--- src/hw/rtl/int64_divide_modulo_macros.svh ---
// ----------------------------------------------------------------------------
// int64_divide_modulo assertion macros
// Shared concurrent assertion forms for the divider modules.
// ----------------------------------------------------------------------------
`ifndef INT64_DIVIDE_MODULO_MACROS_SVH
`define INT64_DIVIDE_MODULO_MACROS_SVH

// Condition and consequence in the same cycle.
`define IDM_ASSERT_SAME(lbl, ante, cons, msg) \
    lbl: assert property (@(posedge clk) disable iff (!rst_n) (ante) |-> (cons)) \
        else $error(msg);

// Consequence in the cycle after the condition.
`define IDM_ASSERT_NEXT(lbl, ante, cons, msg) \
    lbl: assert property (@(posedge clk) disable iff (!rst_n) (ante) |=> (cons)) \
        else $error(msg);

`endif

--- src/hw/rtl/idm_pkg.sv ---
// ----------------------------------------------------------------------------
// idm_pkg
// Widths and the stage record shared by the pipelined divider.
// ----------------------------------------------------------------------------
package idm_pkg;

    localparam int DATA_WIDTH = 64;
    localparam int NUM_CELLS  = DATA_WIDTH;

    typedef struct packed {
        logic [DATA_WIDTH-1:0] partial;
        logic [DATA_WIDTH-1:0] shift;
        logic [DATA_WIDTH-1:0] divisor;
        logic                  neg_quo;
        logic                  neg_rem;
        logic                  div_zero;
    } idm_stage_t;

endpackage

--- src/hw/rtl/idm_cell.sv ---
// ----------------------------------------------------------------------------
// idm_cell
// One restoring division step: shift in a dividend bit, trial subtract.
// ----------------------------------------------------------------------------
`include "int64_divide_modulo_macros.svh"

module idm_cell
    import idm_pkg::*;
(
    input  logic       clk,
    input  logic       rst_n,
    input  logic       valid_in,
    output logic       ready_out,
    input  idm_stage_t stage_in,
    output logic       valid_out,
    input  logic       ready_in,
    output idm_stage_t stage_out
);

    logic                  valid_reg;
    logic                  valid_next;
    logic                  carry;
    logic                  take;
    logic [DATA_WIDTH-1:0] shifted;
    logic [DATA_WIDTH:0]   diff;
    idm_stage_t            stage_reg;
    idm_stage_t            stage_next;

    always_comb
    begin
        carry   = stage_in.partial[DATA_WIDTH-1];
        shifted = {stage_in.partial[DATA_WIDTH-2:0], stage_in.shift[DATA_WIDTH-1]};
        diff    = {1'b0, shifted} - {1'b0, stage_in.divisor};
        take    = carry | ~diff[DATA_WIDTH];
        stage_next         = stage_in;
        stage_next.partial = take ? diff[DATA_WIDTH-1:0] : shifted;
        stage_next.shift   = {stage_in.shift[DATA_WIDTH-2:0], take};
    end

    assign ready_out  = !valid_reg || ready_in;
    assign valid_next = ready_out ? valid_in : valid_reg;
    assign valid_out  = valid_reg;
    assign stage_out  = stage_reg;

    always_ff @(posedge clk or negedge rst_n)
    begin
        if (!rst_n)
        begin
            valid_reg <= 1'b0;
        end
        else
        begin
            valid_reg <= valid_next;
        end
    end

    always_ff @(posedge clk)
    begin
        if (valid_in && ready_out)
        begin
            stage_reg <= stage_next;
        end
    end

    `IDM_ASSERT_SAME(a_partial_below_divisor,
        valid_reg && (stage_reg.divisor != '0), stage_reg.partial < stage_reg.divisor,
        "Partial remainder is not below the divisor.")
    `IDM_ASSERT_NEXT(a_stall_holds, valid_reg && !ready_in,
        valid_reg && $stable(stage_reg), "Stalled item changed or vanished.")
    `IDM_ASSERT_NEXT(a_divisor_passes, valid_in && ready_out,
        valid_reg && (stage_reg.divisor == $past(stage_in.divisor)),
        "Divisor was not carried unchanged.")

endmodule

--- config.mk ---
export PLATFORM = sky130hd
export DESIGN_NAME = idm_cell
export DESIGN_NICKNAME = d
export VERILOG_FILES = /design/src/hw/rtl/idm_pkg.sv /design/src/hw/rtl/idm_cell.sv
export VERILOG_INCLUDE_DIRS = /design/src /design/src/hw/rtl
export SDC_FILE = /design/constraint.sdc
export NUM_CORES = 1
export LEC_CHECK = 0
export BUFFER_PORTS_ARGS = -buffer_cell sky130_fd_sc_hd__buf_2
export CORE_AREA = 2 2 155 157
export DETAILED_ROUTE_END_ITERATION = 7
export DIE_AREA = 0 0 157 159
export PLACE_DENSITY = 0.76
export SYNTH_ARGS = -nofsm -noshare
export SYNTH_HDL_FRONTEND = slang
export SYNTH_SLANG_ARGS = --single-unit
--- constraint.sdc ---
create_clock -name clk -period 7.9 [get_ports clk]
set_clock_uncertainty 0.15 [all_clocks]
set_input_delay 1.185 -clock clk [delete_from_list [all_inputs] [get_ports clk]]
set_output_delay 1.185 -clock clk [all_outputs]
set_load 0.01 [all_outputs]
Word level (Yosys, flattened, before mapping):

Index checks and enable logic that the tools add are counted.

* $add $sub $neg: 1
* mux-type cells: 1
* bitwise logic cells: 2
* reductions and logical operators: 3

Operator list (count)
* 64-bit by 64-bit subtractor with 65-bit output: 1
* 64-bit two-way mux: 1
* 1-bit logical AND: 1
* 1-bit zero test: 1
* 1-bit logical OR: 1
* 1-bit NOT: 1
* 1-bit OR: 1

* register bits: 196
* bits of input ports: 199
* output and inout bits: 197
* word-level logic and storage cells: 14

Logic depth before layout (Yosys ltp):

* depth after elaboration: 4
* gate-level depth with buffers: 14
* depth with buffers taken out: 13

Worst setup path before layout:

No wires, ideal clock.

* path kind: input port to flip-flop
* from: input port ready_in
* to: register stage_reg (netlist bit stage_out[0]), enable pin
* library setup time: 0.580 ns
* arrival time: 5.852 ns
* path slack: 1.318 ns
* stages on the path: 2
* path buffers: 0
* path through: nand2b_1 > and2_1

* word-level cells in the longest chain between the ends: 2

Ends and longest elaborated chain
* from (decl): RTL line idm_cell.sv:16 `input logic ready_in,`
* 1-bit logical OR: RTL line idm_cell.sv:40 `assign ready_out = !valid_reg || ready_in;`
* 1-bit logical AND: RTL line idm_cell.sv:59 `if (valid_in && ready_out)`
* to (signal assigned): RTL line idm_cell.sv:61 `stage_reg <= stage_next;`
* to (decl): RTL line idm_cell.sv:26 `idm_stage_t stage_reg;`

Every way passes these cells.
A chain may end at the register's enable or synchronous reset.

==> results.json <==
{
  "synth_top_area_cell": "edfxtp_1",
  "synth_warnings": 0,
  "cts_tree": "done",
  "dr.pass1.iters": 5,
  "drv_cap": 0,
  "grt_pass1_vias": 9151,
  "hold_class": "input port to asynchronous set/reset pin",
  "cp_num_buf_inv": 4,
  "seq_power_share": 0.448,
  "fin_tns_setup_ns": 0,
  "fin_nets": 1642,
  "internal_power_uw": 1950,
  "fin_area_um2": 13700,
  "worst_ep_required_time_ns": 7.93,
  "use_met2": 0.428,
  "die_width_um": 157,
  "cp_slowest_stage_delay_ns": 0.55,
  "cts_resized": 0,
  "met3_usage": 0.0664,
  "status": "complete, no violations",
  "ctsLongestPathBuffers": 2,
  "total_power_uw": 2830,
  "area_growth_pct": 26.4,
  "power_frac_clock": 0.317,
  "powerDensity_nw_per_um2": 207,
  "drt_iter0_markers": 616,
  "tightest_slew_ns": 0.907,
  "htree_num_levels": 4,
  "fmax_mhz": 199,
  "regArea_um2": 5880,
  "hold_slack_ns": 0.360,
  "grtUsageMet1": 0.285,
  "layout-drive-gt1-share": 0.321,
  "synth.top_cell.area_share": 0.540,
  "placed_cell_area_um2": 13100,
  "cts-buffers-inserted": 17,
  "cts_hold_buffers": 0,
  "fp.dieArea_um2": 25000,
  "grt_use_total": 0.244,
  "ys_ff_latch": 196,
  "reg2reg_depth": 3,
  "initial_utilization": 0.468,
  "crit_fanout": 67,
  "wl_mm": 31.4,
  "final_common_cell": "buf_2",
  "clock-root-buffer": "clkbuf_16",
  "synth.distinct_cells": 69,
  "syn_inst": 1004,
  "combinationalPowerShare": 0.235,
  "grt_max_degree": 133,
  "cp_slowest_cell": "inv_2",
  "finalMaxSlewViolations": 0,
  "drc_errors": 0,
  "rsz0062_at_grt": "false",
  "ys_top_cells_by_area": "edfxtp_1 (54%), ha_1 (7.4%), a21oi_1 (5.2%)",
  "final.min_clock_period_ns": 5.02,
  "clk_latency_ns": 0.43,
  "crit_path_cell_trace": "buf_2 > inv_1 > ha_1 > fa_1 > nand2b_1 > a21o_2 > a31oi_1 > o31ai_4 > a2111oi_4 > or4_4 > nand2_4 > inv_2 > buf_12 > mux2_1",
  "multi_input_area_um2": 4490,
  "via_per_inst": 5.41,
  "reg2reg_to": "stage_out[177]",
  "final_cell_mix": "buf_2 (395), edfxtp_1 (195), a21oi_1 (112)",
  "grt-ovfl-total": 0,
  "wl_per_cell_um": 18.3,
  "max-slew-margin-rel": 0.395,
  "portBuffers": 395,
  "async_flop_share": 0.00510,
  "r2r-start": "valid_out",
  "worst_setup_path_end_kind": "flop",
  "syn_area_per_cell_um2": 10.8,
  "fillers": 2008,
  "synth_nets": 1268,
  "setup_viol": 0,
  "cp.arrival_ns": 5.06,
  "mappedNetlistArea_um2": 10800,
  "antenna_found_initial": 5,
  "power.leakage_uw": 0.00607,
  "finalHoldViolCount": 0,
  "min_period_over_period": 0.636,
  "vdd_ir_drop_max_mv": 0.119,
  "cp_top_family": "compound AO/OA/AOI/OAI gates",
  "synth_ff_type": "edfxtp_1",
  "finalCoreUtilization": 0.591,
  "start_kind": "input port",
  "dr_total_vias": 9266,
  "p_sw_uw": 880,
  "cts.clk_slew.worst_paths_ns": 0.08,
  "synth-seq-area-share": 0.542,
  "r2r_slack_ns": 5.39,
  "busiest_layer": "met2",
  "die_h_um": 159,
  "cts_num_sinks": 196,
  "io_pins": 396,
  "postCtsSetupRepairBufs": 0,
  "synth-edff-count": 195,
  "grt_pass1_wl_mm": 47.6,
  "swShare": 0.311,
  "rows": 56,
  "postRouteAntennaNets": 0,
  "core_um2": 23200,
  "gp_congestion": 0.890,
  "dpl.hpwl_mm": 24.6,
  "critPathKind": "input port to flop"
}
-- layout make-up --
| type | instances | area share |
|---|---|---|
| inverter | 79 | 0.0216 |
| tap | 319 | 0.0291 |
| clock buffer | 18 | 0.0320 |
| multi-input combinational | 687 | 0.327 |
| antenna | 2 | 0.000365 |
| sequential | 196 | 0.429 |
| timing repair buffer | 397 | 0.147 |
| clock inverter | 14 | 0.0133 |
-- worst max-delay path by stage --
| stage | depth (start not counted) | start | endpoint | slack, ns |
|---|---|---|---|---|
| after floorplan | 2 | ready_in | stage_out[0] | 1.32 |
| after global placement | 14 | stage_in[130] | stage_out[149] | 2.55 |
| after detailed placement | 14 | stage_in[130] | stage_out[149] | 2.44 |
| after CTS | 14 | stage_in[130] | stage_out[149] | 2.90 |
| after global routing | 14 | stage_in[130] | stage_out[149] | 2.61 |
| final | 14 | stage_in[130] | stage_out[149] | 2.88 |
-- state kept, by name (all words and copies together), names as in the netlist --
name and count:
valid_out 1, stage_out 195
-- power groups by stage --
| stage | Clock, uW | Combinational [uW] | Sequential (uW) |
|---|---|---|---|
| after detailed placement | 0 | 663 | 1290 |
| after CTS | 914 | 665 | 1270 |
| after global routing | 944 | 734 | 1280 |
| after global placement | 0 | 652 | 1290 |
| final | 896 | 666 | 1270 |
| after floorplan | 0 | 380 | 1350 |
-- per-layer routing --
metal	vias to the layer above	share of wire
li1	4460	-
met1	4324	0.39
met2	408	0.50
met3	68	0.086
met4	6	0.028
met5	-	0.0013
-- kinds of logic after synthesis --
| group | after synthesis | synth area share |
|---|---|---|
| AOI/OAI and AO/OA | 290 | 0.174 |
| and+or+nand+nor | 280 | 0.122 |
| adders and majority gates | 65 | 0.0757 |
| xor gates and xnor gates | 51 | 0.0412 |
| buffers and inverters | 121 | 0.0444 |
| muxes | 1 | 0.00104 |
| DFF | 196 | 0.542 |
-- Yosys cell counts, types with 5 or more instances --
library cell / instances
a211oi_1: 11
a21o_1: 34
a21oi_1: 112
a31oi_1: 7
and3_1: 9
buf_2: 13
clkbuf_1: 27
edfxtp_1: 195
ha_1: 64
inv_1: 78
nand2_1: 71
nand2b_1: 8
nand3_1: 14
nand4_1: 22
nor2_1: 107
nor3_1: 18
nor4_1: 5
o211ai_1: 6
o21a_1: 14
o21ai_0: 30
o21ai_1: 15
o21bai_1: 11
o31ai_1: 9
xnor2_1: 29
xor2_1: 22
-- through the flow --
stage	instances	worst slack [ns]
after detailed placement	1678	2.44
final	1712	2.88
after global placement	1678	2.55
after floorplan	1004	1.32
after global routing	1712	2.61
after CTS	1710	2.90
No activity file was read; power rests on OpenSTA's default activity.
