[config.mk]
export PLATFORM = sky130hd
export DESIGN_NAME = idm_pre_flat
export DESIGN_NICKNAME = d
export VERILOG_FILES = /design/src/hw/rtl/int64_divide_modulo_macros.svh /design/src/hw/rtl/idm_pkg.sv /design/src/hw/rtl/idm_req_if.sv /design/src/hw/rtl/idm_pre.sv /design/src/flat_wrapper.sv
export SDC_FILE = /design/constraint.sdc
export NUM_CORES = 1
export LEC_CHECK = 0
export BUFFER_PORTS_ARGS = -buffer_cell sky130_fd_sc_hd__buf_2
export CAP_MARGIN = 20
export CORE_UTILIZATION = 44
export DETAILED_ROUTE_END_ITERATION = 8
export PLACE_DENSITY = 0.78
export SYNTH_ARGS = -nofsm -noshare
export SYNTH_HDL_FRONTEND = slang
export SYNTH_SLANG_ARGS = --single-unit
[constraint.sdc]
create_clock -name clk -period 3.8 [get_ports clk]
set_input_delay 0 -clock clk [delete_from_list [all_inputs] [get_ports clk]]
set_output_delay 0 -clock clk [all_outputs]
set_load 0.03 [all_outputs]
[src/hw/rtl/int64_divide_modulo_macros.svh]
// ----------------------------------------------------------------------------
// int64_divide_modulo assertion macros
// Shared concurrent assertion forms for the divider modules.
// ----------------------------------------------------------------------------
`ifndef INT64_DIVIDE_MODULO_MACROS_SVH
`define INT64_DIVIDE_MODULO_MACROS_SVH

// Condition and consequence in the same cycle.
`define IDM_ASSERT_SAME(lbl, ante, cons, msg) \
    lbl: assert property (@(posedge clk) disable iff (!rst_n) (ante) |-> (cons)) \
        else $error(msg);

// Consequence in the cycle after the condition.
`define IDM_ASSERT_NEXT(lbl, ante, cons, msg) \
    lbl: assert property (@(posedge clk) disable iff (!rst_n) (ante) |=> (cons)) \
        else $error(msg);

`endif

[src/hw/rtl/idm_pkg.sv]
// ----------------------------------------------------------------------------
// idm_pkg
// Widths and the stage record shared by the pipelined divider.
// ----------------------------------------------------------------------------
package idm_pkg;

    localparam int DATA_WIDTH = 64;
    localparam int NUM_CELLS  = DATA_WIDTH;

    typedef struct packed {
        logic [DATA_WIDTH-1:0] partial;
        logic [DATA_WIDTH-1:0] shift;
        logic [DATA_WIDTH-1:0] divisor;
        logic                  neg_quo;
        logic                  neg_rem;
        logic                  div_zero;
    } idm_stage_t;

endpackage

[src/hw/rtl/idm_req_if.sv]
// ----------------------------------------------------------------------------
// idm_req_if
// Operand channel of the divider: mode bit, dividend and divisor.
// ----------------------------------------------------------------------------
interface idm_req_if
    import idm_pkg::*;
();
    logic                  valid;
    logic                  ready;
    logic                  command;
    logic [DATA_WIDTH-1:0] dividend;
    logic [DATA_WIDTH-1:0] divisor;

    modport source (output valid, output command, output dividend, output divisor,
                    input ready);
    modport sink (input valid, input command, input dividend, input divisor,
                  output ready);
endinterface

[src/hw/rtl/idm_pre.sv]
// ----------------------------------------------------------------------------
// idm_pre
// Input stage: takes operand magnitudes, records the result signs, flags zero divisor.
// ----------------------------------------------------------------------------
module idm_pre
    import idm_pkg::*;
(
    input  logic       clk,
    input  logic       rst_n,
    idm_req_if.sink    req,
    output logic       valid_out,
    input  logic       ready_in,
    output idm_stage_t stage_out
);

    logic       valid_reg;
    logic       valid_next;
    logic       ready_out;
    logic       neg_a;
    logic       neg_b;
    idm_stage_t stage_reg;
    idm_stage_t stage_next;

    always_comb
    begin
        neg_a = req.command & req.dividend[DATA_WIDTH-1];
        neg_b = req.command & req.divisor[DATA_WIDTH-1];
        stage_next.partial  = '0;
        stage_next.shift    = neg_a ? ('0 - req.dividend) : req.dividend;
        stage_next.divisor  = neg_b ? ('0 - req.divisor) : req.divisor;
        stage_next.neg_quo  = neg_a ^ neg_b;
        stage_next.neg_rem  = neg_a;
        stage_next.div_zero = (req.divisor == '0);
    end

    assign ready_out  = !valid_reg || ready_in;
    assign valid_next = ready_out ? req.valid : valid_reg;
    assign req.ready  = ready_out;
    assign valid_out  = valid_reg;
    assign stage_out  = stage_reg;

    always_ff @(posedge clk or negedge rst_n)
    begin
        if (!rst_n)
        begin
            valid_reg <= 1'b0;
        end
        else
        begin
            valid_reg <= valid_next;
        end
    end

    always_ff @(posedge clk)
    begin
        if (req.valid && ready_out)
        begin
            stage_reg <= stage_next;
        end
    end

endmodule

[src/flat_wrapper.sv]
// flat-port wrapper written by rule: the top's interface ports become plain ports
module idm_pre_flat import idm_pkg::*;
  (clk, rst_n, valid_out, ready_in, stage_out, req_valid, req_command, req_dividend, req_divisor, req_ready);
  idm_req_if req_i ();
  input  logic clk;
  input  logic rst_n;
  output logic valid_out;
  input  logic ready_in;
  output idm_stage_t stage_out;
  input wire logic [$bits(req_i.valid)-1:0] req_valid;
  input wire logic [$bits(req_i.command)-1:0] req_command;
  input wire logic [$bits(req_i.dividend)-1:0] req_dividend;
  input wire logic [$bits(req_i.divisor)-1:0] req_divisor;
  output wire logic [$bits(req_i.ready)-1:0] req_ready;
  assign req_i.valid = req_valid;
  assign req_i.command = req_command;
  assign req_i.dividend = req_dividend;
  assign req_i.divisor = req_divisor;
  assign req_ready = req_i.ready;
  idm_pre u_core (.clk(clk), .rst_n(rst_n), .req(req_i), .valid_out(valid_out), .ready_in(ready_in), .stage_out(stage_out));
endmodule
After elaboration in Yosys (flattened, before gate mapping) --
Cells that the tools add are included.
Cells by class: multiplexer cells 2, reductions and logical operators 4, add/subtract/negate cells 2, bitwise operators 3
Operators by type and width (number):
- $mux W64 | 2
- $sub A1 B64 Y64 const A | 2
- $logic_not A64 Y1 | 1
- $and A1 B1 Y1 | 2
- $logic_and A1 B1 Y1 | 1
- $logic_not A1 Y1 | 1
- $logic_or A1 B1 Y1 | 1
- $xor A1 B1 Y1 | 1
Storage, ports and cells: register bits after elaboration 132, output and inout port bits 197, input bits 133, word-level logic and storage cells 17

Depth between registers and ports, before layout --
word-level depth 3, depth in mapped cells 7, depth with buffers taken out 7

Least setup slack after synthesis --
Ideal clock, no wire load.
kind register -> register, from register u_core.valid_reg (netlist: u_core.valid_out), to register u_core.stage_reg, in the netlist u_core.stage_out[0] (enable), clock period less this slack 4390 ps, path buffers 0, stages on the path, launching flop included 3, library setup time 505 ps, setup slack -590 ps, arrival 3885 ps, required time 3295 ps, cells stage by stage dfrtp_1 > nand2b_1 > and2_1
Between the ends: cells in the longest elaborated chain, start to end 3
Ends and longest elaborated chain:
- start: declaration | RTL line idm_pre.sv:16 | logic valid_reg;
- start signal: assignment | RTL line idm_pre.sv:50 | valid_reg <= valid_next;
- $logic_not A1 Y1 | RTL line idm_pre.sv:36 | assign ready_out = !valid_reg || ready_in;
- $logic_or A1 B1 Y1 | RTL line idm_pre.sv:36
- via req_ready | RTL line flat_wrapper.sv:14 | output wire logic [$bits(req_i.ready)-1:0] req_ready;
- $logic_and A1 B1 Y1 | RTL line idm_pre.sv:56 | if (req.valid && ready_out)
- end signal: assignment | RTL line idm_pre.sv:58 | stage_reg <= stage_next;
- end: declaration | RTL line idm_pre.sv:21 | idm_stage_t stage_reg;
The timed path passes the listed nets, and every way through them passes these cells. A chain may end at the register's enable or synchronous reset.

==> impl_metrics.tcl <==
set metrics [dict create \
    status "finished clean" \
    start_util_pct 45.2 \
    whs_ns 0.0169 \
    first_pass_iters 5 \
    relSlewSlack_pct 29.2 \
    final_cell_count_no_fill 1301 \
    grt.total_usage_pct 26.1 \
    ys_ff_latch 132 \
    grt_max_degree 66 \
    cp-start-kind "input port" \
    antenna_found_initial 2 \
    critical_path_arrival_ns 3.17 \
    h-tree-depth 4 \
    vias_per_cell 5.50 \
    final_common_cell "buf_2" \
    rsz0062_at_grt "false" \
    gp_congestion 0.865 \
    ys.warnings.count 0 \
    clk_pin_slew_ns 0.06 \
    worst_pin_slew_ns 1.06 \
    drt-total-wl_um 23200 \
    cts.sinks 132 \
    avgSynthCellArea_sq_um 11.3 \
    clk_latency_ns 0.42 \
    finalSetupViolations 0 \
    hold_class "input port to register" \
    synthDistinctLibCells 48 \
    root_buffer "clkbuf_16" \
    dpl.hpwl_um 14800 \
    tns_ns 0 \
    syn-instance-count 663 \
    finalPower_mw 4.49 \
    cts_buffers 17 \
    final_area_sq_um 10800 \
    grt_pass1_wl_um 35900 \
    tritoncts "yes" \
    num_vias 7155 \
    fin_nets 1201 \
    mostFrequentLayoutCells "265 x buf_2, 131 x edfxtp_1, 128 x dlygate4sd3_1" \
    drc 0 \
    p_leak_nw 4.32 \
    dpl_worst_slack_ns 1.06 \
    fp-row-count 47 \
    hold_violations 0 \
    crit_path_max_fanout 7 \
    end_kind "register" \
    area_growth_pct 43.9 \
    dieArea_sq_um 17600 \
    setup_slack_ns 0.782 \
    grt-ovfl-total 0 \
    clockBufferDepth 2 \
    cap_violations 0 \
    postCtsSetupBuffers 0 \
    layout-drive-gt1-share_pct 28.8 \
    die_w_um 133 \
    synthesis.area_sq_um 7510 \
    cp.required_ns 3.95 \
    fin_util_pct 65.0 \
    critical_path_class "input port to register" \
    die_h_um 133 \
    fmax_mhz 331 \
    ios 330 \
    grt_pass1_vias 7019 \
    drtIter0Drc 669 \
    period_minus_slack_ns 3.02 \
    p_per_area_nw_per_um2 415 \
    routedWlPerCell_um 17.8 \
    slew_viol_final 0 \
    post-route-period-util_pct 79.4 \
    place.port_buffers 265 \
    ant_nets 0 \
    coreArea_sq_um 16600 \
    yosysSeqAreaShare_pct 52.7 \
    placed_cell_area_sq_um 8890 \
    vdd_drop_max_mv 0.292 \
    place_inst 1139 \
    fin_skew_ns 0.00753 \
]
==> layer usage <==
layer | GRT usage, % | vias up | wire [um] | part of all wire (%)
met3 | 4.94 | 97 | 1730 | 7.5
li1 | - | 3189 | - | -
met5 | 0 | - | 0 | 0
met2 | 44.1 | 496 | 11400 | 49
met4 | 15.5 | 0 | 1190 | 5.1
met1 | 31.1 | 3373 | 8900 | 38
==> layout make-up <==
type                    instances  area (sq um)
fillers                      1213          5830
flip-flops and latches        132          3960
multi-input cells             500          3200
repair buffers                401          2690
clock buffers                  19           433
well taps                     220           275
clock inverters                13           206
inverters                      14          52.6
diodes                          2          5.00
==> registers in the layout (all words and copies together), names as in the netlist <==
name	cells
u_core.stage_out	131
u_core.valid_out	1
==> worst max-delay path: stages <==
cell and delay, ns:
dlygate4sd3_1 0.55, buf_2 0.16, nor4_1 0.70, nand2_1 0.38, nor4_1 0.97, a21oi_1 0.20
xor2_1 0.20
==> where the power goes <==
| group | internal, mW | switching, mW |
|---|---|---|
| clock network | 1.16 | 0.629 |
| registers | 1.74 | 0.0270 |
| logic | 0.317 | 0.608 |
| total | 3.23 | 1.26 |
==> Yosys cell counts (all sizes together) <==
master    n  area [sq um]
a211o     1          8.76
a211oi    1          7.51
a21boi    1          7.51
a21o      1          7.51
a21oi    30           150
a311o     1          10.0
a311oi    1          8.76
a31oi    19           119
a41oi     2          17.5
and2      5          31.3
and3      4          25.0
and4      2          17.5
and4b     1          10.0
buf      68           499
clkbuf   12          45.0
conb      1          3.75
dfrtp     1          25.0
edfxtp  131          3930
ha        2          25.0
inv      14          52.6
nand2    23          86.3
nand2b    9          56.3
nand3    10          50.1
nand3b    3          22.5
nand4    11          68.8
nand4b    3          26.3
nor2     43           161
nor3     27           140
nor3b     3          22.5
nor4     31           228
nor4bb    1          10.0
o211ai    1          7.51
o21ai    22           110
o31ai    18           149
o41ai    13           114
or3       9          56.3
or4      16           128
or4b      1          13.8
xnor2    65           569
xor2     56           490
==> cells by family after synthesis <==
family | share of synthesized area (%)
compound gates | 9.54
xor+xnor | 14.1
fa+ha+maj | 0.333
buf+inv | 7.94
flops | 52.7
other cells | 0.0499
simple gates | 15.4
==> final timing paths <==
| path | from | end | slack (ns) | depth (start not counted) |
|---|---|---|---|---|
| setup / recovery | req_dividend[4] | u_core.stage_out[95] | 0.78 | 7 |
| hold / removal | req_divisor[4] | u_core.stage_out[7] | 0.02 | 3 |
| setup reg to reg | u_core.valid_out | u_core.stage_out[5] | 1.92 | 3 |
| hold reg to reg | u_core.valid_out | u_core.stage_out[2] | 1.02 | 2 |
| max in group asynchronous | rst_n | u_core.valid_out | 3.27 | 3 |
| min in group asynchronous | rst_n | u_core.valid_out | 0.43 | 3 |
==> repair_timing <==
item,4_1_cts,5_1_grt
setup endpoints to repair,0,0
endpoints found under the hold margin,126,0
resized for setup,0,0
hold buffers,128,0
No activity file was read; power rests on OpenSTA's default activity.
