File: config.mk
export PLATFORM = sky130hd
export DESIGN_NAME = idm_post_flat
export DESIGN_NICKNAME = d
export VERILOG_FILES = /design/src/hw/rtl/idm_pkg.sv /design/src/hw/rtl/idm_rsp_if.sv /design/src/hw/rtl/idm_post.sv /design/src/flat_wrapper.sv
export VERILOG_INCLUDE_DIRS = /design/src /design/src/hw/rtl
export SDC_FILE = /design/constraint.sdc
export NUM_CORES = 1
export LEC_CHECK = 0
export BUFFER_PORTS_ARGS = -buffer_cell sky130_fd_sc_hd__buf_2
export CORE_UTILIZATION = 35
export CTS_CLUSTER_SIZE = 40
export DETAILED_ROUTE_END_ITERATION = 7
export GPL_TIMING_DRIVEN = 0
export PLACE_DENSITY_LB_ADDON = 0.12
export SLEW_MARGIN = 20
export SYNTH_ARGS = -nofsm -noshare
export SYNTH_HDL_FRONTEND = slang
export SYNTH_SLANG_ARGS = --single-unit
File: constraint.sdc
create_clock -name clk -period 3.9 [get_ports clk]
set_input_delay 0.78 -clock clk [delete_from_list [all_inputs] [get_ports clk]]
set_output_delay 0.78 -clock clk [all_outputs]
set_load 0.02 [all_outputs]
File: src/hw/rtl/int64_divide_modulo_macros.svh
// ----------------------------------------------------------------------------
// int64_divide_modulo assertion macros
// Shared concurrent assertion forms for the divider modules.
// ----------------------------------------------------------------------------
`ifndef INT64_DIVIDE_MODULO_MACROS_SVH
`define INT64_DIVIDE_MODULO_MACROS_SVH

// Condition and consequence in the same cycle.
`define IDM_ASSERT_SAME(lbl, ante, cons, msg) \
    lbl: assert property (@(posedge clk) disable iff (!rst_n) (ante) |-> (cons)) \
        else $error(msg);

// Consequence in the cycle after the condition.
`define IDM_ASSERT_NEXT(lbl, ante, cons, msg) \
    lbl: assert property (@(posedge clk) disable iff (!rst_n) (ante) |=> (cons)) \
        else $error(msg);

`endif

File: src/hw/rtl/idm_pkg.sv
// ----------------------------------------------------------------------------
// idm_pkg
// Widths and the stage record shared by the pipelined divider.
// ----------------------------------------------------------------------------
package idm_pkg;

    localparam int DATA_WIDTH = 64;
    localparam int NUM_CELLS  = DATA_WIDTH;

    typedef struct packed {
        logic [DATA_WIDTH-1:0] partial;
        logic [DATA_WIDTH-1:0] shift;
        logic [DATA_WIDTH-1:0] divisor;
        logic                  neg_quo;
        logic                  neg_rem;
        logic                  div_zero;
    } idm_stage_t;

endpackage

File: src/hw/rtl/idm_rsp_if.sv
// ----------------------------------------------------------------------------
// idm_rsp_if
// Result channel of the divider: quotient, remainder and zero-divisor flag.
// ----------------------------------------------------------------------------
interface idm_rsp_if
    import idm_pkg::*;
();
    logic                  valid;
    logic                  ready;
    logic [DATA_WIDTH-1:0] quotient;
    logic [DATA_WIDTH-1:0] remainder;
    logic                  divide_by_zero;

    modport source (output valid, output quotient, output remainder,
                    output divide_by_zero, input ready);
    modport sink (input valid, input quotient, input remainder,
                  input divide_by_zero, output ready);
endinterface

File: src/hw/rtl/idm_post.sv
// ----------------------------------------------------------------------------
// idm_post
// Output stage: applies result signs, forces zero-divisor results, holds item.
// ----------------------------------------------------------------------------
`include "int64_divide_modulo_macros.svh"

module idm_post
    import idm_pkg::*;
(
    input  logic       clk,
    input  logic       rst_n,
    input  logic       valid_in,
    output logic       ready_out,
    input  idm_stage_t stage_in,
    idm_rsp_if.source  rsp
);

    logic                  valid_reg;
    logic                  valid_next;
    logic [DATA_WIDTH-1:0] quo_next;
    logic [DATA_WIDTH-1:0] rem_next;
    logic [DATA_WIDTH-1:0] quo_reg;
    logic [DATA_WIDTH-1:0] rem_reg;
    logic                  dz_reg;

    always_comb
    begin
        quo_next = stage_in.neg_quo ? ('0 - stage_in.shift) : stage_in.shift;
        rem_next = stage_in.neg_rem ? ('0 - stage_in.partial) : stage_in.partial;
        if (stage_in.div_zero)
        begin
            quo_next = '0;
            rem_next = '0;
        end
    end

    assign ready_out          = !valid_reg || rsp.ready;
    assign valid_next         = ready_out ? valid_in : valid_reg;
    assign rsp.valid          = valid_reg;
    assign rsp.quotient       = quo_reg;
    assign rsp.remainder      = rem_reg;
    assign rsp.divide_by_zero = dz_reg;

    always_ff @(posedge clk or negedge rst_n)
    begin
        if (!rst_n)
        begin
            valid_reg <= 1'b0;
        end
        else
        begin
            valid_reg <= valid_next;
        end
    end

    always_ff @(posedge clk)
    begin
        if (valid_in && ready_out)
        begin
            quo_reg <= quo_next;
            rem_reg <= rem_next;
            dz_reg  <= stage_in.div_zero;
        end
    end

    `IDM_ASSERT_SAME(a_zero_divisor_clears, valid_reg && dz_reg,
        (quo_reg == '0) && (rem_reg == '0), "Zero divisor left a nonzero result.")
    `IDM_ASSERT_NEXT(a_result_holds, valid_reg && !rsp.ready,
        valid_reg && $stable(quo_reg) && $stable(rem_reg) && $stable(dz_reg),
        "Waiting result changed or vanished.")
    `IDM_ASSERT_NEXT(a_load_shows, valid_in && ready_out, valid_reg,
        "Accepted item did not reach the output register.")

endmodule

File: src/flat_wrapper.sv
// flat-port wrapper written by rule: the top's interface ports become plain ports
module idm_post_flat import idm_pkg::*;
  (clk, rst_n, valid_in, ready_out, stage_in, rsp_valid, rsp_quotient, rsp_remainder, rsp_divide_by_zero, rsp_ready);
  idm_rsp_if rsp_i ();
  input  logic clk;
  input  logic rst_n;
  input  logic valid_in;
  output logic ready_out;
  input  idm_stage_t stage_in;
  output wire logic [$bits(rsp_i.valid)-1:0] rsp_valid;
  output wire logic [$bits(rsp_i.quotient)-1:0] rsp_quotient;
  output wire logic [$bits(rsp_i.remainder)-1:0] rsp_remainder;
  output wire logic [$bits(rsp_i.divide_by_zero)-1:0] rsp_divide_by_zero;
  input wire logic [$bits(rsp_i.ready)-1:0] rsp_ready;
  assign rsp_valid = rsp_i.valid;
  assign rsp_quotient = rsp_i.quotient;
  assign rsp_remainder = rsp_i.remainder;
  assign rsp_divide_by_zero = rsp_i.divide_by_zero;
  assign rsp_i.ready = rsp_ready;
  idm_post u_core (.clk(clk), .rst_n(rst_n), .valid_in(valid_in), .ready_out(ready_out), .stage_in(stage_in), .rsp(rsp_i));
endmodule
==> Yosys cells after proc, flatten, opt, wreduce, memory -nomap -nowiden <==
Cells that the tools add are included.
Widths: inputs -> output; s select.
{ "word_totals": {"ff_bits": 130, "in_bits": 199, "out_inout_bits": 131, "word_cells": 11} }
{ "classes": {"n_addsub": 2, "n_mux": 2, "reduce_logical": 3} }
{ "ops": {"columns": ["cell", "n"], "rows": [
  ["$mux 64", 2],
  ["$sub 1x64->64 const A", 2],
  ["$logic_and 1x1->1", 1],
  ["$logic_not 1->1", 1],
  ["$logic_or 1x1->1", 1]
]} }

==> Depth between registers and ports, before layout <==
{ "logic_depth": {"depth_word": 3, "depth_mapped": 8, "mapped_depth_nobuf": 7} }

==> Least setup slack after synthesis <==
No wires, ideal clock.
{ "synth_path": {"path_type": "input port to flip-flop", "from": "input port rsp_ready", "to": "register u_core.dz_reg, in the netlist u_core.rsp.divide_by_zero, enable pin", "setup_ns": 0.503, "arrival_ns": 4.045, "required_time_ns": 3.397, "path_slack_ns": -0.648, "cell_stages": 2, "n_path_buf": 0, "path_cell_list": "nand2b_1 -> and2_1"} }
{ "synth_via": {"elab_chain_cells": 2} }
{ "synth_rtl": {"columns": ["element", "line_no", "rtl"], "rows": [
  ["from (decl)", "flat_wrapper.sv:14", "input wire logic [$bits(rsp_i.ready)-1:0] rsp_ready;"],
  ["$logic_or 1x1->1", "idm_post.sv:37", "assign ready_out = !valid_reg || rsp.ready;"],
  ["$logic_and 1x1->1", "idm_post.sv:58", "if (valid_in && ready_out)"],
  ["to (signal assigned)", "idm_post.sv:62", "dz_reg <= stage_in.div_zero;"],
  ["to (decl)", "idm_post.sv:24", "logic dz_reg;"]
]} }
Every way passes these cells.
A chain may end at the register's enable or synchronous reset.

==> Worst setup path after layout <==
{ "layout_path": {"from": "input port stage_in[131] in the netlist's numbering", "to": "register u_core.rem_reg[55], in the netlist u_core.rsp.remainder[55], data pin"} }
{ "layout_via": {"elab_chain_cells": 2} }
{ "layout_rtl": {"columns": ["element", "line_no", "rtl"], "rows": [
  ["from (decl)", "flat_wrapper.sv:9", "input idm_stage_t stage_in;"],
  ["$sub 1x64->64", "idm_post.sv:29", "rem_next = stage_in.neg_rem ? ('0 - stage_in.partial) : stage_in.partial;"],
  ["$mux 64", "idm_post.sv:29", null],
  ["to (signal assigned)", "idm_post.sv:61", "rem_reg <= rem_next;"],
  ["to (decl)", "idm_post.sv:23", "logic [DATA_WIDTH-1:0] rem_reg;"]
]} }
Every way passes these cells.

==> results.md <==
* Outcome: finished clean
* Height of the die at 155.9 um
* Nature of the critical path startpoint: input port
* Cells after synthesis at ~860
* CTS sink cnt at between 100 and 150
* Tmin final at 3.286 ns
* # H-tree levels at 4
* Final instance area at 0.01065 sq mm
* Cts repair resizes at 0
* Initial antenna violation count at 0
* Slew @ Worst Pin at 0.8695 ns
* DRC viols at 0
* Routed WL per cell at 19.25 um
* RR Startpoint: u_core.rsp.valid
* Antenna cells at 0
* DRT Pass-1 Iters at 5
* P&R area growth vs syn at 28.42%
* Synthesized area at 0.008290 sq mm
* Grt ovf at 0
* Clock tree from TritonCTS: yes
* Worst Path Required at 4.07 ns
* Slew Viols, Final at 0
* Vias in the first global route at around 7500
* TritonCTS buffer count at 17
* Clock skew at 0.01001 ns
* DP HPWL at between 20000 and 25000 um
* Fraction of layout cells with a size suffix above 1 at 30.44%
* Worst-Skew Late Latency at 0.42 ns
* Deepest clock path buffer count at 2
* All-Layer GR Usage at 23.03%
* Post-CTS setup buffers at 0
* Worst R2R Setup Slack at around 2 ns
* Synth Warn # at 0
* RSZ-0062 raised after global routing: false
* DR vias/cell at 5.482
* Initial core utilization at 36.18%
* Worst-path clk slew at 0.06 ns
* Slew margin rel. at approximately 42%
* Power density over the cells at 380.2 mW/mm^2
* Synth top area cells: edfxtp_1 (47%), xor2_1 (6.4%), nor2_1 (6.1%)
* Hold Fails Final Rpt at 0
* WP data arrival at approximately 3.5 ns
* Largest net degree at the start of global routing at 52
* Top FF cell, synth: edfxtp_1
* Max rail drop VDD at 0.1761 mV
* P_leak at 4.063 nW
* Row count at 55
* DIE WIDTH at approximately 160 um
* Vias post-DR at 8037
* Unique masters post-synth at 50
* Net count after synthesis at 1058
* Nets at 1342
* Cts hold-fix bufs at 0
* DR iter-0 viols at roughly 620
* WL final at approximately 28000 um
* Async set-or-reset flop fraction in the synthesized netlist at 0.7692%
* Crit. End Element: register
* Synth Area per Inst at a little under 10 sq um
* Endpoints failing setup at 0
* Max_cap viols at 0
* DRT antenna net count at 0
* Core ar. at roughly 0.023 sq mm
* # IOs at 330
* GPL Wtd Cong at 0.8855
* Sequential share of the synthesized area at 47.03%
* FF-to-FF End: u_core.rsp.quotient[60]
* Crit Path Max Fanout at 7
* Root Buffer: clkbuf_16
* Share of the synthesized area in the top cell type at 46.73%
* Fmax at 304.3 MHz
* R2R depth at 4
* Synthesis-stage register bit count at 130
* Final period utilization at 84.26%
* Number of synthesized flops with an enable pin at 129
* Cell Area, Placed at roughly 0.010 sq mm
* Setup_tns at 0 ns
* IO buf count at 263
* First-pass GRT wire length at 42500 um
* Setup CP Type: in2reg
* Synth area leader: edfxtp_1
* Min-Delay Path Class: in2async
* Full die area at 0.02431 sq mm
cells in the final DEF (no fill, tap or decap), drive strengths merged, types with 2 or more instances in the layout:
cell type / count
bufinv: 3
buf: 274
o41ai: 29
nor3: 44
a31oi: 11
nand3: 30
o311ai: 9
nand4: 19
o31ai: 22
xor2: 61
xnor2: 6
edfxtp: 129
nor2b: 32
clkinv: 6
nor2: 136
nor3b: 6
inv: 15
ha: 2
a21oi: 35
and3: 14
nor4: 28
mux2i: 4
or4: 12
mux2: 33
or3: 20
clkbuf: 56
nand3b: 2
or2: 11
nand2: 31
clkinvlp: 4
o21ai: 41
nor4b: 6
nand2b: 11
nand4b: 2
final cells by class:
type	instances	area [sq um]
fillers	2312	12270
multi-input cells	665	4144
flip-flops and latches	130	3899
repair buffers	265	1371
clock buffers	17	425.4
well taps	313	391.6
plain buffers	48	197.7
clock inverters	14	165.2
inverters	14	52.55
per-layer routing:
layer	share of wire (%)	wire length (um)	GRT usage (%)
met5	0	0	0
met4	1.3	379	6.303
met3	7.1	2000	4.778
met2	45	12670	34.95
met1	47	13160	32.98
cells in the mapped netlist, types with 5 or more instances:
cell type  instances
o311ai_0           8
xor2_1            61
o41ai_1           27
or3_1             20
nand3_1           30
nand4_1           19
nor3_1            43
nor2b_1           32
buf_1              5
edfxtp_1         129
and3_1            14
or2_2             10
inv_1             14
o21ai_0           41
or4_1             11
nor4b_1            6
nand2_1           31
xnor2_1            6
a31oi_1           11
a21oi_1           35
nor3b_1            6
nor4_1            26
mux2_2            31
nor2_1           135
o31ai_1           22
clkbuf_1          39
nand2b_1          11
kinds of logic after synthesis:
logic type / count (synthesis) / synth area share [%]
buf+inv: 62 / 3.018
flops: 130 / 47.03
simple gates: 409 / 25.69
mux: 37 / 4.965
xor+xnor: 67 / 7.078
compound gates: 150 / 11.92
fa+ha+maj: 2 / 0.3018
metrics by stage:
step | worst slack, ns | instances | utilization (%) | hold WS (ns) | power, mW
global placement | 0.09416 | 1433 | 43.64 | 0.5053 | 2.422
floorplan | 0.7780 | 857 | - | 0.4844 | 2.120
detailed placement | 0.1800 | 1435 | 43.88 | 0.5250 | 2.430
CTS | 0.6110 | 1466 | 46.46 | 0.1142 | 4.080
finish | 0.6137 | 1466 | 46.46 | 0.1322 | 4.048
global route | 0.3706 | 1466 | 46.46 | 0.1079 | 4.200
how the worst max path moves through the flow:
stage / start / to / slack (ns) / cells past startpoint
3_3_place_gp: rsp_ready / u_core.rsp.quotient[50] / 0.09 / 3
3_5_place_dp: stage_in[131] / u_core.rsp.remainder[55] / 0.18 / 7
4_1_cts: stage_in[131] / u_core.rsp.remainder[55] / 0.61 / 7
2_1_floorplan: rsp_ready / u_core.rsp.divide_by_zero / 0.78 / 2
5_1_grt: stage_in[131] / u_core.rsp.remainder[50] / 0.37 / 9
6_report: stage_in[131] / u_core.rsp.remainder[55] / 0.61 / 7
critical path, cell delays in order:
cell	delay, ns
buf_2	0.11
nor4_1	0.74
nand4_1	0.55
or2_1	0.39
buf_6	0.15
o41ai_2	0.36
mux2_1	0.36
power by group:
| part | switching (mW) | total, mW | internal [mW] |
|---|---|---|---|
| clock | 0.647 | 1.65 | 0.999 |
| combinational | 0.465 | 0.721 | 0.255 |
| sequential | 0.0242 | 1.68 | 1.66 |
| total | 1.14 | 4.05 | 2.91 |
No activity file was read; power rests on OpenSTA's default activity.
